===== src/hw/rtl/hclc_pkg.sv =====
`timescale 1ns / 1ps
// ----------------------------------------------------------------------------
// hclc_pkg
// Shared types and constants of the hashed clause literal checker.
// ----------------------------------------------------------------------------
package hclc_pkg;

  // Clause shape and variable range
  localparam int LITERALS_PER_CLAUSE = 4;
  localparam int ANSWER_BITS         = 64;

  // Storage cells: one per earlier literal of a clause
  localparam int NUM_CELLS = LITERALS_PER_CLAUSE - 1;
  localparam int POS_W     = $clog2(LITERALS_PER_CLAUSE);

  // Field widths
  localparam int HASH_W = 16;
  localparam int IDX_W  = HASH_W - 1;   // hash bits that select the variable
  localparam int VAR_W  = 7;
  localparam int SEL_W  = 6;            // bit select into the answer vector

  // Reciprocal used to fold the hash index into 0..ANSWER_BITS-1
  localparam int RECIP_SHIFT = 22;
  localparam int RECIP       = (1 << RECIP_SHIFT) / ANSWER_BITS;
  localparam int RECIP_W     = $clog2(RECIP + 1);
  localparam int PROD_W      = IDX_W + RECIP_W;

  // Configuration port
  localparam int APB_AW = 4;
  localparam int APB_DW = 64;
  localparam logic REG_ANSWER = 1'b0;   // register index, taken from paddr[3]

  // Input request
  typedef struct packed {
    logic [HASH_W-1:0] hash_word;
    logic              new_instance;
    logic              final_clause;
  } hclc_in_t;

  // Result request
  typedef struct packed {
    logic [VAR_W-1:0] variable_number;
    logic             positive;
    logic             literal_true;
    logic             clause_end;
    logic             clause_satisfied;
    logic             verdict_valid;
    logic             all_satisfied;
  } hclc_out_t;

  // Control broadcast to every storage cell
  typedef struct packed {
    logic             shift;
    logic [VAR_W-1:0] cand;
  } hclc_cell_ctrl_t;

  // Sequencer states
  typedef enum logic [1:0] {
    ST_IDLE,
    ST_SCALE,
    ST_FOLD,
    ST_PROBE
  } hclc_state_e;

endpackage


===== src/hw/rtl/hclc_cell.sv =====
`timescale 1ns / 1ps
// ----------------------------------------------------------------------------
// hclc_cell
// One storage cell of the used-variable chain: holds one variable of the
// current clause, compares it with the probe candidate and shifts it on.
// ----------------------------------------------------------------------------
module hclc_cell (
  input  logic                             clk_i,
  input  hclc_pkg::hclc_cell_ctrl_t        ctrl_i,
  input  logic                             live_i,
  input  logic [hclc_pkg::VAR_W-1:0]       var_i,
  input  logic                             hit_i,
  output logic [hclc_pkg::VAR_W-1:0]       var_o,
  output logic                             hit_o
);
  import hclc_pkg::*;

  logic [VAR_W-1:0] var_q;

  // Stored variable moves one cell down the row on each committed literal
  always_ff @(posedge clk_i) begin
    if (ctrl_i.shift) begin
      var_q <= var_i;
    end
  end

  // Collision flag ripples along the row
  assign hit_o = hit_i | (live_i & (var_q == ctrl_i.cand));
  assign var_o = var_q;

endmodule

===== config.mk =====
export PLATFORM = sky130hd
export DESIGN_NAME = hclc_cell
export DESIGN_NICKNAME = d
export VERILOG_FILES = /design/src/hw/rtl/hclc_pkg.sv /design/src/hw/rtl/hclc_cell.sv
export SDC_FILE = /design/constraint.sdc
export NUM_CORES = 1
export LEC_CHECK = 0
export BUFFER_PORTS_ARGS = -buffer_cell sky130_fd_sc_hd__buf_2
export CAP_MARGIN = 20
export CORE_AREA = 2 2 39 41
export CTS_CLUSTER_DIAMETER = 100
export DETAILED_ROUTE_END_ITERATION = 8
export DIE_AREA = 0 0 41 43
export GPL_TIMING_DRIVEN = 1
export SYNTH_ARGS = -nofsm -noshare
export SYNTH_HDL_FRONTEND = slang
export SYNTH_SLANG_ARGS = --single-unit

===== constraint.sdc =====
create_clock -name clk_i -period 2.2 [get_ports clk_i]
set_input_delay 0.11 -clock clk_i [delete_from_list [all_inputs] [get_ports clk_i]]
set_output_delay 0.11 -clock clk_i [all_outputs]
set_load 0.02 [all_outputs]

# Yosys cells after proc, flatten, opt, wreduce, memory -nomap -nowiden
# Index checks and enable logic that the tools add are counted.
dict set report totals {
  reg_bits 7
  inputBits 18
  output_inout_bits 8
  elab_cells 4
}
dict set report classes {
  eq_ne 1
  bitwise_logic 2
}
# operator n
set ops {}
lappend ops {{== test 7 bit} 1}
lappend ops {{AND 1 bit} 1}
lappend ops {{OR 1 bit} 1}

# Depth between registers and ports, before layout
dict set report logic_depth {
  depth_word 3
  ltp_mapped 3
  ltp_nobuf 3
}

# Least setup slack after synthesis
# No wires, ideal clock.
dict set report synth_timing {
  path_type {reg2out}
  startpoint {register var_q[0], in the netlist var_o[0]}
  endpoint {output port hit_o}
  arrival_time_ns 1.226
  t_required_ns 2.090
  setup_slack_ns 0.864
  stages_incl_launch_ff 4
  cell_sequence {edfxtp_1 xor2_1 nor4_1 a41o_1}
}
dict set report synth_between {
  elab_chain_cells 3
}
# item line
set synth_lines {}
lappend synth_lines {{from (decl)} hclc_cell.sv:18} ;# logic [VAR_W-1:0] var_q;
lappend synth_lines {{from (signal assigned)} hclc_cell.sv:23} ;# var_q <= var_i;
lappend synth_lines {{== test 7 bit} hclc_cell.sv:28} ;# assign hit_o = hit_i | (live_i & (var_q == ctrl_i.cand));
lappend synth_lines {{AND 1 bit} hclc_cell.sv:28}
lappend synth_lines {{OR 1 bit} hclc_cell.sv:28}
lappend synth_lines {{to (decl)} hclc_cell.sv:14} ;# output logic hit_o
# Every way passes these cells.

# Worst setup path after layout
# Same ends and word-level chain as after synthesis.

==> flow_summary.toml <==
[global_route]
grt_pass1_vias = 217
grt_pass1_wl_um = 807
grt_remaining_overflow = 0
antenna_found_initial = 0
globalRouteTotalUtil_pct = 6.90
grt_max_degree = 8

[synthesis]
synthCells = 17
synth.distinct_cells = 6
ys_seq_elements = 7
synth.area.top_cells = "edfxtp_1 (72%), xor2_1 (18%), a41o_1 (3.4%), xnor2_1 (3.0%), nor4_1 (2.1%)"
synth_top_area_share_pct = 72.1
ys_seq_area_share_pct = 72.1
synth_warnings = 0
avgSynthCellArea_um2 = 17.1
syn-num-nets = 35
synth_top_cell_by_area = "edfxtp_1"
syn_area_um2 = 292

[pwr]
power_leakage_nw = 0.219
cellPowerDensity_mw_per_mm2 = 722
design_power_total_uw = 334
max-vdd-ir-drop_uv = 256

[outcome]
status = "finished, final reports clean"

[critical_path]
cp-startpoint = "var_o[0]"
worstSetupEndpointType = "primary output"
required_ns = 2.09
path_max_fanout = 2
startpoint_type = "flop"
cp.arrival_ns = 1.44
worst-setup-path-type = "flop to primary output"

[detailed_routing]
drcViolationCount = 0
wl_per_cell_um = 9.37
routed_wirelength_um = 581
first_pass_iters = 2
num_vias = 241
route.antenna.remaining_nets = 0
vias_per_cell = 3.89
drt-initial-drc-count = 3

[clocking]
post_cts_resized = 0
hold_buffers = 0
tritoncts = "yes"
cts_root_buffer = "clkbuf_4"
post_cts_buffers = 0
clk_pin_slew_worst_paths_ns = 0.05
cts_sinks = 7
clock_path_buffers = 2
h-tree-depth = 1
numCtsBuffers = 3

[floorplanning]
fp.dieArea_mm2 = 0.00176
pin_count = 26
start_util_pct = 21.1
dieHeight_um = 43
placementRows = 14
die_w_um = 41
coreArea_mm2 = 0.00138

[timing]
relSlewSlack_pct = 84.6
finalMaxSlewViolations = 0
holdWs_ns = 0.0398
fmaxAchievable_mhz = 646
finalCritPeriodShare_pct = 70.4
worst_pin_slew_ns = 0.228
layout_min_cycle_time_ns = 1.55
hold_violations = 0
rsz0062_at_grt = "false"
fin_setup_tns_ns = 0
layout_setup_ws_ns = 0.652
finalSetupViolCount = 0

[placed_design]
port_buffers = 25
place_ws_ns = 0.895
dp_cells = 58
place_area_um2 = 437
place_congestion = 0.633

[hold_path]
hold_class = "input port to flop"
min_path_cells = 1
worstHoldStart = "var_i[2]"

[run]
cap_violations = 0

[finish]
layout.cells.non_filler = 62
fin_util_pct = 33.5
most-common-layout-cells = "buf_2 (25), edfxtp_1 (7), xor2_1 (6)"
n_antenna_cell = 0
fin_area_um2 = 463
area_delta_synth_final_pct = 58.8
largest_reg_flops = 7
final_common_cell = "buf_2"
final_nets = 65
drive_gt1_share_pct = 60.9
[final timing paths]
path | slack [ns] | endpoint
setup / recovery | 0.65 | hit_o
hold / removal | 0.04 | var_o[2]
[cells by family after synthesis]
group and synth area share [%]:
AO/OA/AOI/OAI 3.43, flip-flops 72.1, AND/OR/NAND/NOR 3.43, XOR/XNOR 21.0
[layout make-up]
| class | count | area [um^2] |
|---|---|---|
| clock buffers | 4 | 26.3 |
| repair buffers | 25 | 125 |
| fillers | 149 | 921 |
| well taps | 16 | 20.0 |
| flip-flops and latches | 7 | 210 |
| multi-input cells | 10 | 81.3 |
[critical path, stage by stage (launching register included)]
cell      delay, ns
edfxtp_1       0.41
xor2_1         0.16
nor4_1         0.27
a41o_1         0.20
buf_2          0.15
[power by group]
part | total [mW] | switching, mW | internal [mW]
combinational | 0.0565 | 0.0302 | 0.0262
sequential | 0.166 | 0.00646 | 0.159
clock | 0.112 | 0.0430 | 0.0689
[synth_stat cells]
master and number:
a41o_1 1, nor2_1 1, xor2_1 6, nor4_1 1, edfxtp_1 7, xnor2_1 1
[per-layer routing]
| metal | GRT usage, % | wire (um) |
|---|---|---|
| met1 | 7.64 | 213 |
| met3 | 2.62 | 94 |
| met4 | 6.00 | 0 |
| met5 | 0 | 0 |
| met2 | 9.69 | 272 |
No activity file was read; power rests on OpenSTA's default activity.
